[config.mk]
export PLATFORM = sky130hd
export DESIGN_NAME = chc_ctrl
export DESIGN_NICKNAME = d
export VERILOG_FILES = /design/src/rtl/chc_pkg.sv /design/src/rtl/chc_ctrl.sv
export SDC_FILE = /design/constraint.sdc
export NUM_CORES = 1
export LEC_CHECK = 0
export ABC_AREA = 1
export BUFFER_PORTS_ARGS = -buffer_cell sky130_fd_sc_hd__buf_2
export CORE_MARGIN = 1
export CORE_UTILIZATION = 23
export CTS_CLUSTER_DIAMETER = 50
export DETAILED_ROUTE_END_ITERATION = 6
export GPL_ROUTABILITY_DRIVEN = 0
export SETUP_SLACK_MARGIN = 0.02
export SLEW_MARGIN = 40
export SYNTH_ARGS = -nofsm -noshare
export SYNTH_HDL_FRONTEND = slang
export SYNTH_SLANG_ARGS = --single-unit
[constraint.sdc]
create_clock -name clk -period 1.7 [get_ports clk]
set_input_delay 0 -clock clk [delete_from_list [all_inputs] [get_ports clk]]
set_output_delay 0 -clock clk [all_outputs]
set_load 0.02 [all_outputs]
[src/rtl/chc_pkg.sv]
`timescale 1ns / 1ps
package chc_pkg;

  localparam int TABLE_DEPTH    = 1024;
  localparam int SLOT_W         = $clog2(TABLE_DEPTH);
  localparam int SIZE_W         = 11;
  localparam int KEY_W          = 64;
  localparam int LEN_W          = 4;
  localparam int MAX_KEY_BYTES  = 8;
  localparam int CNT_W          = 16;
  localparam int HASH_W         = 32;
  localparam int EVICTION_LIMIT = 100;
  localparam int MOVE_W         = 7;
  localparam int BIT_CNT_W      = 6;

  localparam logic [HASH_W-1:0] DJB_SEED = 32'd5381;
  localparam logic [SIZE_W-1:0] SIZE_RESET = 11'd1024;
  localparam logic [1:0] ADDR_TABLE_SIZE = 2'd0;

  localparam logic KIND_INSERT = 1'b0;
  localparam logic KIND_LOOKUP = 1'b1;

  typedef enum logic [3:0] {
    S_CLEAR,
    S_IDLE,
    S_HASH,
    S_MOD,
    S_RD_A,
    S_CHK_A,
    S_RD_B,
    S_CHK_B,
    S_RD_OTH,
    S_CHK_OTH,
    S_FRD_A,
    S_FCHK_A,
    S_FRD_B,
    S_FCHK_B,
    S_OUT
  } state_t;

  typedef enum logic [1:0] {
    SEL_A,
    SEL_B,
    SEL_OTH,
    SEL_CLR
  } addr_sel_t;

  typedef enum logic [1:0] {
    WR_NEW,
    WR_MOVE,
    WR_BUMP,
    WR_CLEAR
  } wr_kind_t;

  typedef struct packed {
    logic [KEY_W-1:0] key;
    logic [LEN_W-1:0] len;
    logic [CNT_W-1:0] cnt;
  } entry_t;

  typedef struct packed {
    logic      load;
    logic      hash_start;
    logic      hash_move;
    logic      hash_step;
    logic      mod_start;
    logic      mod_step;
    logic      latch_ab;
    logic      set_oth;
    logic      init_move;
    logic      swap;
    logic      rd_en;
    addr_sel_t addr_sel;
    logic      wr_en;
    wr_kind_t  wr_kind;
    logic      clr_step;
    logic      res_load;
    logic      res_rd;
  } cmd_t;

  typedef struct packed {
    logic clr_done;
    logic hash_done;
    logic mod_done;
    logic empty;
    logic holds_new;
    logic holds_move;
    logic len_zero;
  } stat_t;

endpackage

[src/rtl/chc_ctrl.sv]
`timescale 1ns / 1ps
module chc_ctrl (
  input  logic           clk,
  input  logic           rst_n,
  input  logic           start,
  input  logic           in_kind,
  input  chc_pkg::stat_t stat,
  output chc_pkg::cmd_t  cmd,
  output logic           busy,
  output logic           out_valid,
  output logic           out_status
);

  chc_pkg::state_t state_r, state_nxt;
  logic [chc_pkg::MOVE_W-1:0] moves_r, moves_nxt;
  logic kind_r, kind_nxt;
  logic hmove_r, hmove_nxt;
  logic full_r, full_nxt;

  always_ff @(posedge clk) begin
    if (!rst_n) begin
      state_r <= chc_pkg::S_CLEAR;
      moves_r <= '0;
      kind_r  <= chc_pkg::KIND_INSERT;
      hmove_r <= 1'b0;
      full_r  <= 1'b0;
    end else begin
      state_r <= state_nxt;
      moves_r <= moves_nxt;
      kind_r  <= kind_nxt;
      hmove_r <= hmove_nxt;
      full_r  <= full_nxt;
    end
  end

  always_comb begin
    state_nxt = state_r;
    moves_nxt = moves_r;
    kind_nxt  = kind_r;
    hmove_nxt = hmove_r;
    full_nxt  = full_r;
    unique case (state_r)
      chc_pkg::S_CLEAR: begin
        if (stat.clr_done) state_nxt = chc_pkg::S_IDLE;
      end
      chc_pkg::S_IDLE: begin
        if (start) begin
          kind_nxt  = in_kind;
          hmove_nxt = 1'b0;
          full_nxt  = 1'b0;
          state_nxt = stat.len_zero ? chc_pkg::S_OUT : chc_pkg::S_HASH;
        end
      end
      chc_pkg::S_HASH: begin
        if (stat.hash_done) state_nxt = chc_pkg::S_MOD;
      end
      chc_pkg::S_MOD: begin
        if (stat.mod_done) begin
          if (hmove_r) begin
            state_nxt = chc_pkg::S_RD_OTH;
          end else begin
            state_nxt = (kind_r == chc_pkg::KIND_LOOKUP) ? chc_pkg::S_FRD_A : chc_pkg::S_RD_A;
          end
        end
      end
      chc_pkg::S_RD_A:  state_nxt = chc_pkg::S_CHK_A;
      chc_pkg::S_CHK_A: begin
        state_nxt = (stat.empty || stat.holds_new) ? chc_pkg::S_FRD_A : chc_pkg::S_RD_B;
      end
      chc_pkg::S_RD_B:  state_nxt = chc_pkg::S_CHK_B;
      chc_pkg::S_CHK_B: begin
        if (stat.empty || stat.holds_new) begin
          state_nxt = chc_pkg::S_FRD_A;
        end else begin
          moves_nxt = '0;
          hmove_nxt = 1'b1;
          state_nxt = chc_pkg::S_HASH;
        end
      end
      chc_pkg::S_RD_OTH:  state_nxt = chc_pkg::S_CHK_OTH;
      chc_pkg::S_CHK_OTH: begin
        if (stat.empty || stat.holds_move) begin
          state_nxt = chc_pkg::S_FRD_A;
        end else if (moves_r == chc_pkg::MOVE_W'(chc_pkg::EVICTION_LIMIT)) begin
          full_nxt  = 1'b1;
          state_nxt = chc_pkg::S_FRD_A;
        end else begin
          moves_nxt = moves_r + chc_pkg::MOVE_W'(1);
          state_nxt = chc_pkg::S_HASH;
        end
      end
      chc_pkg::S_FRD_A:  state_nxt = chc_pkg::S_FCHK_A;
      chc_pkg::S_FCHK_A: state_nxt = stat.holds_new ? chc_pkg::S_OUT : chc_pkg::S_FRD_B;
      chc_pkg::S_FRD_B:  state_nxt = chc_pkg::S_FCHK_B;
      chc_pkg::S_FCHK_B: state_nxt = chc_pkg::S_OUT;
      chc_pkg::S_OUT:    state_nxt = chc_pkg::S_IDLE;
      default:           state_nxt = chc_pkg::S_IDLE;
    endcase
  end

  always_comb begin
    cmd = '0;
    cmd.hash_move = hmove_r;
    unique case (state_r)
      chc_pkg::S_CLEAR: begin
        cmd.wr_en    = 1'b1;
        cmd.wr_kind  = chc_pkg::WR_CLEAR;
        cmd.addr_sel = chc_pkg::SEL_CLR;
        cmd.clr_step = 1'b1;
      end
      chc_pkg::S_IDLE: begin
        if (start) begin
          cmd.load       = 1'b1;
          cmd.hash_start = 1'b1;
          cmd.res_load   = stat.len_zero;
        end
      end
      chc_pkg::S_HASH: begin
        if (stat.hash_done) cmd.mod_start = 1'b1;
        else cmd.hash_step = 1'b1;
      end
      chc_pkg::S_MOD: begin
        if (stat.mod_done) begin
          cmd.latch_ab = !hmove_r;
          cmd.set_oth  = hmove_r;
        end else begin
          cmd.mod_step = 1'b1;
        end
      end
      chc_pkg::S_RD_A: begin
        cmd.rd_en    = 1'b1;
        cmd.addr_sel = chc_pkg::SEL_A;
      end
      chc_pkg::S_CHK_A: begin
        cmd.addr_sel = chc_pkg::SEL_A;
        cmd.wr_en    = stat.empty || stat.holds_new;
        cmd.wr_kind  = stat.empty ? chc_pkg::WR_NEW : chc_pkg::WR_BUMP;
      end
      chc_pkg::S_RD_B: begin
        cmd.rd_en    = 1'b1;
        cmd.addr_sel = chc_pkg::SEL_B;
      end
      chc_pkg::S_CHK_B: begin
        cmd.addr_sel = chc_pkg::SEL_B;
        cmd.wr_en    = stat.empty || stat.holds_new;
        cmd.wr_kind  = stat.empty ? chc_pkg::WR_NEW : chc_pkg::WR_BUMP;
        if (!(stat.empty || stat.holds_new)) begin
          cmd.init_move  = 1'b1;
          cmd.hash_start = 1'b1;
        end
      end
      chc_pkg::S_RD_OTH: begin
        cmd.rd_en    = 1'b1;
        cmd.addr_sel = chc_pkg::SEL_OTH;
      end
      chc_pkg::S_CHK_OTH: begin
        cmd.addr_sel = chc_pkg::SEL_OTH;
        cmd.wr_en    = 1'b1;
        cmd.wr_kind  = stat.holds_move ? chc_pkg::WR_BUMP : chc_pkg::WR_MOVE;
        if (!(stat.empty || stat.holds_move)) begin
          cmd.swap       = 1'b1;
          cmd.hash_start = 1'b1;
        end
      end
      chc_pkg::S_FRD_A: begin
        cmd.rd_en    = 1'b1;
        cmd.addr_sel = chc_pkg::SEL_A;
      end
      chc_pkg::S_FCHK_A: begin
        cmd.res_load = stat.holds_new;
        cmd.res_rd   = 1'b1;
      end
      chc_pkg::S_FRD_B: begin
        cmd.rd_en    = 1'b1;
        cmd.addr_sel = chc_pkg::SEL_B;
      end
      chc_pkg::S_FCHK_B: begin
        cmd.res_load = 1'b1;
        cmd.res_rd   = stat.holds_new;
      end
      default: begin
        cmd.hash_move = hmove_r;
      end
    endcase
  end

  assign busy       = (state_r != chc_pkg::S_IDLE);
  assign out_valid  = (state_r == chc_pkg::S_OUT);
  assign out_status = full_r;

`ifndef SYNTHESIS
  a_single_strobe: assert property (@(posedge clk) disable iff (!rst_n)
    out_valid |=> !out_valid) else $error("result strobe longer than one cycle");
  a_move_bound: assert property (@(posedge clk) disable iff (!rst_n)
    moves_r <= chc_pkg::MOVE_W'(chc_pkg::EVICTION_LIMIT)) else $error("move count overrun");
  a_accept_busy: assert property (@(posedge clk) disable iff (!rst_n)
    (start && !busy) |=> busy) else $error("accepted beat did not raise busy");
  a_full_insert: assert property (@(posedge clk) disable iff (!rst_n)
    (out_valid && out_status) |-> (kind_r == chc_pkg::KIND_INSERT))
    else $error("lookup reported full");
`endif

endmodule

==> results.sh, run 1 <==
export IMPL_status="completed"
export IMPL_yosys_area_top_type="dfxtp_1"
export IMPL_numCtsBuffers=3
export IMPL_yosysTopAreaCellShare_pct=24.27
export IMPL_yosysSeqAreaShare_pct=24.27
export IMPL_cp_slowest_cell="dfxtp_1"
export IMPL_crit_type="flip-flop to primary output"
export IMPL_mappedNetlistArea_um2=1155
export IMPL_drc=0
export IMPL_wirelength_mm=3.000
export IMPL_overflow=0
export IMPL_timing_setup_tns_ns=0
export IMPL_cts_tree="built"
export IMPL_area_growth_pct=26.11
export IMPL_finalSetupViolCount=0
export IMPL_maxCapViolCount=0
export IMPL_n_fill_cell=540
export IMPL_syn_nets=217
export IMPL_via_count=1291
export IMPL_io_buffers=32
export IMPL_cts_htree_levels=1
export IMPL_slew_violations=0
export IMPL_die_area_um2=5309
export IMPL_synth_seq_cells=14
export IMPL_max_slew_margin_pct=72.77
export IMPL_p_per_area_nw_per_um2=1254
export IMPL_multi_input_area_um2=711.9
export IMPL_totalPowerFinal_mw=1.826
export IMPL_period_needed_ns=1.588
export IMPL_postSynthCellCount=204
export IMPL_routed_top_layer="met4"
export IMPL_grt_pass1_vias=1168
export IMPL_cpPeakStageDelay_ns=0.46
export IMPL_diodes=0
export IMPL_finalCritPeriodShare_pct=93.42
export IMPL_placed_area_um2=1390
export IMPL_instances_no_fill=306
export IMPL_die_w_um=72.86
export IMPL_required_ns=1.70
export IMPL_core_um2=4786
export IMPL_path_common_cell="inv_1"
export IMPL_grt_use_total_pct=12.35
export IMPL_wl_met2_mm=1.204
export IMPL_syn_area_per_cell_um2=5.661
export IMPL_cp_arrival_ns=1.59
export IMPL_path_buf_inv=3
export IMPL_rows=25
export IMPL_rsz0062_at_grt="no"
export IMPL_ys_warn_count=0
export IMPL_reg2reg_slack_ns=0.26
export IMPL_first_pass_iters=4
export IMPL_post_cts_buffers=0
export IMPL_via_per_inst=4.219
export IMPL_die_h_um=72.86
export IMPL_met1_length_mm=1.612
export IMPL_ant_nets=0
export IMPL_start_util_pct=24.13
export IMPL_fin_skew_ns=0.001385
export IMPL_synth_area_leaders="dfxtp_1 24%, nand2_1 20%, inv_1 11%"
export IMPL_grt_pass1_wl_mm=5.188
export IMPL_critPathMaxFanout=6
export IMPL_initialDrtViolationCount=63
export IMPL_worstSetupStartpointType="flip-flop"
export IMPL_final_hold_violation_count=0
export IMPL_dr_wl_met3_um=134
export IMPL_hp_class="primary input to flip-flop"
export IMPL_synth_cell_types=27
export IMPL_hpwlAfterDp_mm=2.472
export IMPL_design_area_um2=1456
export IMPL_clk_latency_ns=0.25
export IMPL_grt_max_degree=12
export IMPL_clk_pin_slew_ns=0.06
export IMPL_drive_gt1_share_pct=25.10
export IMPL_layout_nets=253
export IMPL_dp_cells=301
export IMPL_clock_sinks=14
export IMPL_worstPathCellList="nand2_2 > nor2_2 > inv_1 > nor2_1 > inv_1 > nand3b_1 > buf_2"
export IMPL_root_buffer="clkbuf_8"
export IMPL_ff_latch_area_um2=281.5
export IMPL_max_clock_freq_mhz=629.6
export IMPL_ir_worst_vdd_v=0.0003472
export IMPL_drt_wirelength_per_cell_um=9.804
export IMPL_ios=33
export IMPL_cp_end_kind="primary output"
export IMPL_clockBufferDepth=2
export IMPL_p_leak_nw=0.7006
export IMPL_tightestPinTransition_ns=0.4080
export IMPL_grt_antenna_before_repair=0
export IMPL_critPathTopFamily="simple AND/OR/NAND/NOR gates"
[routing by layer]
| layer | GRT usage [%] | up-vias |
|---|---|---|
| met2 | 18.38 | 31 |
| met5 | 0 | - |
| met3 | 0.5525 | 4 |
| li1 | - | 697 |
| met4 | 5.229 | 0 |
| met1 | 18.43 | 559 |
[logic make-up (layout without fill, tap and decap cells)]
group           after synthesis  in the layout  synth area share (%)
compound gates               25             25                 13.00
xor+xnor                      1              1                0.7585
fa+ha+maj                     2              2                 2.167
buf+inv                      42             77                 14.08
flops                        14             14                 24.27
simple gates                120            120                 45.72
[power breakdown]
part	internal, mW	leakage, nW	switching, mW
registers	0.373	0.114	0.0639
logic	0.328	0.558	0.724
clock network	0.205	0.0288	0.131
total	0.907	0.701	0.919
[metrics by stage]
| step | hold WS, ns | util [%] | setup WS, ns |
|---|---|---|---|
| after floorplan | 0.1410 | - | 0.3062 |
| after global placement | 0.2595 | 29.05 | 0.3074 |
| after detailed placement | 0.2606 | 29.05 | 0.2639 |
| after CTS | 0.04092 | 30.41 | 0.05332 |
| after global routing | 0.03382 | 30.43 | 0.03914 |
| final | 0.04314 | 30.43 | 0.1118 |
[layout make-up]
| cell class | instances | area share, % |
|---|---|---|
| multi-input combinational | 148 | 48.88 |
| tap | 67 | 5.756 |
| timing repair buffer | 34 | 12.20 |
| clock buffer | 4 | 3.780 |
| sequential | 14 | 19.33 |
| inverter | 39 | 10.05 |
[sequential cells by signal, summed over array words and instances (netlist names)]
| name | cells |
|---|---|
| out_status | 1 |
| kind_r | 1 |
| hmove_r | 1 |
| moves_r | 7 |
| state_r | 4 |
[Yosys cell counts]
| cell type | count |
|---|---|
| o221ai_1 | 1 |
| buf_2 | 1 |
| nand2_4 | 1 |
| xnor2_1 | 1 |
| buf_4 | 1 |
| nor2_4 | 1 |
| nor2_2 | 5 |
| ha_1 | 2 |
| o21ai_1 | 1 |
| clkbuf_1 | 1 |
| nand4_1 | 2 |
| nand2_2 | 8 |
| inv_1 | 35 |
| a21oi_2 | 2 |
| nor2_1 | 25 |
| a211oi_2 | 1 |
| inv_2 | 4 |
| a31oi_1 | 1 |
| nand3b_1 | 1 |
| nand2_1 | 60 |
| o21a_1 | 1 |
| nand3_1 | 13 |
| o211ai_1 | 1 |
| o21ai_0 | 7 |
| nor3_1 | 4 |
| a21oi_1 | 10 |
| dfxtp_1 | 14 |
[final timing paths]
path                                  from          to  cells past startpoint
worst min-delay path                 rst_n  state_r[0]                      3
worst min register to register  out_status  out_status                      2
worst max-delay path            state_r[2]     cmd[17]                      7
worst max register to register  moves_r[1]  moves_r[6]                     10
[worst reg2reg max path: cells and delay by family (launching register included)]
family | cells | cell delay, ns
DFF | 1 | 0.39
buffers and inverters | 2 | 0.12
and+or+nand+nor | 6 | 0.59
AOI/OAI and AO/OA | 1 | 0.06
adders and majority gates | 1 | 0.17
[repair_timing]
action,CTS,global route
hold buffers,1,0
gates resized for setup,0,1
endpoints found under the hold margin,1,0
endpoints found under the setup margin,0,2
[cell usage in the layout (no fill, tap or decap), types with 2 or more instances in the layout]
| master | count |
|---|---|
| nand2_2 | 8 |
| nand3_1 | 13 |
| nor2_1 | 25 |
| nand2_1 | 60 |
| a21oi_1 | 10 |
| clkbuf_8 | 4 |
| inv_1 | 35 |
| nor3_1 | 4 |
| buf_2 | 32 |
| dfxtp_1 | 13 |
| inv_2 | 4 |
| ha_1 | 2 |
| nand4_1 | 2 |
| a21oi_2 | 2 |
| o21ai_0 | 7 |
| nor2_2 | 5 |
Note: power is estimated with default switching activity, not from simulation.
==> run 2, diff against run 1 <==
--- a/config.mk
+++ b/config.mk
@@ -5,7 +5,6 @@
 export SDC_FILE = /design/constraint.sdc
 export NUM_CORES = 1
 export LEC_CHECK = 0
-export ABC_AREA = 1
 export BUFFER_PORTS_ARGS = -buffer_cell sky130_fd_sc_hd__buf_2
 export CORE_MARGIN = 1
 export CORE_UTILIZATION = 23
==> run 2 against run 1 <==
Net effect:
- the flow now finishes with violations (hold timing)
- maximum frequency shrank 2.5%
- routed wire length grew 18%
- clock-buffer cell count is the same
- die area shrank 0.42%
- highest routed layer unchanged
==> results.sh, run 2 <==
export IMPL_status="finished, violations left"
export IMPL_violations="hold timing"
export IMPL_drt_wirelength_per_cell_um=13.48
export IMPL_syn_area_per_cell_um2=7.467
export IMPL_finalCritPeriodShare_pct=95.81
export IMPL_grt_pass1_vias=1220
export IMPL_yosys_area_top_type="dfxtp_1"
export IMPL_totalPowerFinal_mw=1.097
export IMPL_cts_tree="built"
export IMPL_post_route_util_pct=32.34
export IMPL_slew_violations=0
export IMPL_timing_setup_tns_ns=0
export IMPL_cts_htree_levels=1
export IMPL_yosysTopAreaCellShare_pct=24.37
export IMPL_p_leak_nw=0.6468
export IMPL_postSynthCellCount=154
export IMPL_r2r_cells=4
export IMPL_synth_simple_area_share_pct=31.66
export IMPL_ant_nets=0
export IMPL_fin_skew_ns=0.005806
export IMPL_reg2reg_slack_ns=0.07
export IMPL_layout_nets=209
export IMPL_mostFrequentLayoutCells="32 x buf_2, 18 x nand2_1, 15 x buf_4"
export IMPL_grt_pass1_wl_mm=5.602
export IMPL_required_ns=1.85
export IMPL_synth_seq_cells=14
export IMPL_placed_area_um2=1444
export IMPL_synth_xor_area_share_pct=0
export IMPL_die_w_um=72.71
export IMPL_synthAdderAreaFrac_pct=2.176
export IMPL_first_pass_iters=4
export IMPL_cp_depth=4
export IMPL_die_area_um2=5286
export IMPL_tightestPinTransition_ns=0.4321
export IMPL_via_per_inst=5.046
export IMPL_cp_slowest_cell="or4bb_4"
export IMPL_synth_top_family_by_area="simple AND/OR/NAND/NOR gates"
export IMPL_synth_compound_area_share_pct=28.29
export IMPL_synth_area_leaders="dfxtp_1 24%, nand2_1 5.9%, nor2_1 4.6%"
export IMPL_synth_commonest_cells="18 x nand2_1, 14 x dfxtp_1, 14 x nor2_1, 11 x inv_1"
export IMPL_final_common_cell="buf_2"
export IMPL_max_slew_margin_pct=70.93
export IMPL_ys_warn_count=0
export IMPL_cp_arrival_ns=1.78
export IMPL_regMostFlops="moves_r"
export IMPL_maxCapViolCount=0
export IMPL_holdBufCountCts=0
export IMPL_hpwlAfterDp_mm=2.596
export IMPL_finalSetupViolCount=0
export IMPL_clock_sinks=14
export IMPL_synth_cell_types=47
export IMPL_crit_type="flip-flop to flip-flop"
export IMPL_start_util_pct=24.18
export IMPL_regToRegStartpoint="state_r[3]"
export IMPL_critPathMaxFanout=5
export IMPL_io_buffers=32
export IMPL_p_per_area_nw_per_um2=713.3
export IMPL_area_growth_pct=33.73
export IMPL_rows=25
export IMPL_worstHoldPathCells=3
export IMPL_root_buffer="clkbuf_8"
export IMPL_setup_slack_ns=0.07117
export IMPL_wirelength_mm=3.531
export IMPL_critPathTopFamily="simple AND/OR/NAND/NOR gates"
export IMPL_clk_latency_ns=0.26
export IMPL_synth_most_common_cell="nand2_1"
export IMPL_ios=33
export IMPL_cp_end_kind="flip-flop"
export IMPL_max_clock_freq_mhz=613.9
export IMPL_cpPeakStageDelay_ns=0.59
export IMPL_grt_antenna_before_repair=0
export IMPL_numCtsBuffers=3
export IMPL_design_area_um2=1538
export IMPL_clk_pin_slew_ns=0.06
export IMPL_ys_flop_type="dfxtp_1"
export IMPL_min_from="in_kind"
export IMPL_clockBufferDepth=2
export IMPL_mappedNetlistArea_um2=1150
export IMPL_crit_start="state_r[3]"
export IMPL_ir_worst_vdd_v=0.0002320
export IMPL_reg2reg_to="moves_r[0]"
export IMPL_instances_no_fill=262
export IMPL_syn_nets=167
export IMPL_grt_max_degree=18
export IMPL_die_h_um=72.71
export IMPL_ys_async_sr_fraction_pct=0
export IMPL_overflow=0
export IMPL_synth_edf_count=0
export IMPL_dpl_worst_slack_ns=0.004499
export IMPL_top_regs="moves_r x7, state_r x4"
export IMPL_path_buf_inv=0
export IMPL_hp_class="primary input to flip-flop"
export IMPL_diodes=0
export IMPL_worstPathCellList="or4bb_4 > nor2_2 > a21oi_1 > mux2_1"
export IMPL_final_hold_violation_count=1
export IMPL_yosysSeqAreaShare_pct=24.37
export IMPL_muxShareOfSynthArea_pct=4.461
export IMPL_core_um2=4755
export IMPL_grt_use_total_pct=13.53
export IMPL_largest_reg_flops=7
export IMPL_hold_ws_ns=-0.0008231
export IMPL_period_needed_ns=1.629
export IMPL_dp_cells=257
export IMPL_drc=0
export IMPL_via_count=1322
export IMPL_initialDrtViolationCount=147
export IMPL_worstSetupStartpointType="flip-flop"
export IMPL_drive_gt1_share_pct=32.82
export IMPL_cp_endpoint="moves_r[0]"
run 2: cell count changes after synthesis, sizes merged, moves of 8 or more:
| cell | previous run | this run |
|---|---|---|
| nor2 | 31 | 14 |
| inv | 39 | 11 |
| nand2 | 69 | 18 |
| a21oi | 12 | 4 |
run 2: metal layers:
metal  up-vias  global-route usage, %  wire length (um)
li1        651                      -                 -
met1       625                  18.31              1659
met2        39                  20.87              1663
met3         7                  1.657               121
met4         0                  7.407                87
met5         -                      0                 0
run 2: final cells by class:
class                           count  area [um^2]
Sequential cell                    14        281.5
Fill cell                         554         3217
Timing Repair Buffer               48        284.0
Tap cell                           67        83.83
Multi-Input combinational cell    118        792.0
Inverter                           11        41.29
Clock buffer                        4        55.05
run 2: worst min path at each step:
stage	endpoint	slack, ns
2_1_floorplan	cmd[13]	0.08
3_3_place_gp	kind_r	0.26
3_5_place_dp	kind_r	0.27
4_1_cts	kind_r	0.0004
5_1_grt	kind_r	0.01
6_report	kind_r	-0.0008
run 2: power by group:
group / total [mW] / switching (mW) / internal (mW)
sequential: 0.352 / 0.0122 / 0.340
combinational: 0.403 / 0.259 / 0.144
clock: 0.342 / 0.136 / 0.206
total: 1.10 / 0.407 / 0.690
run 2: cell families (layout without fill, tap and decap cells):
kind of cell / Yosys count / after routing
adders and majority gates: 2 / 2
AOI/OAI and AO/OA: 42 / 42
DFF: 14 / 14
muxes: 5 / 5
and+or+nand+nor: 69 / 69
buffers and inverters: 22 / 63
run 2: timing repair:
| item | CTS | global route |
|---|---|---|
| endpoints found under the setup margin | 4 | 7 |
| pin swaps | 0 | 1 |
| buffers inserted | 0 | 1 |
| endpoints found under the hold margin | 0 | 0 |
| gates resized for setup | 2 | 7 |
run 2: tightest hold or removal path, cell delays in order:
cell	delay, ns
buf_2	0.10
nand2_1	0.04
a21boi_0	0.06
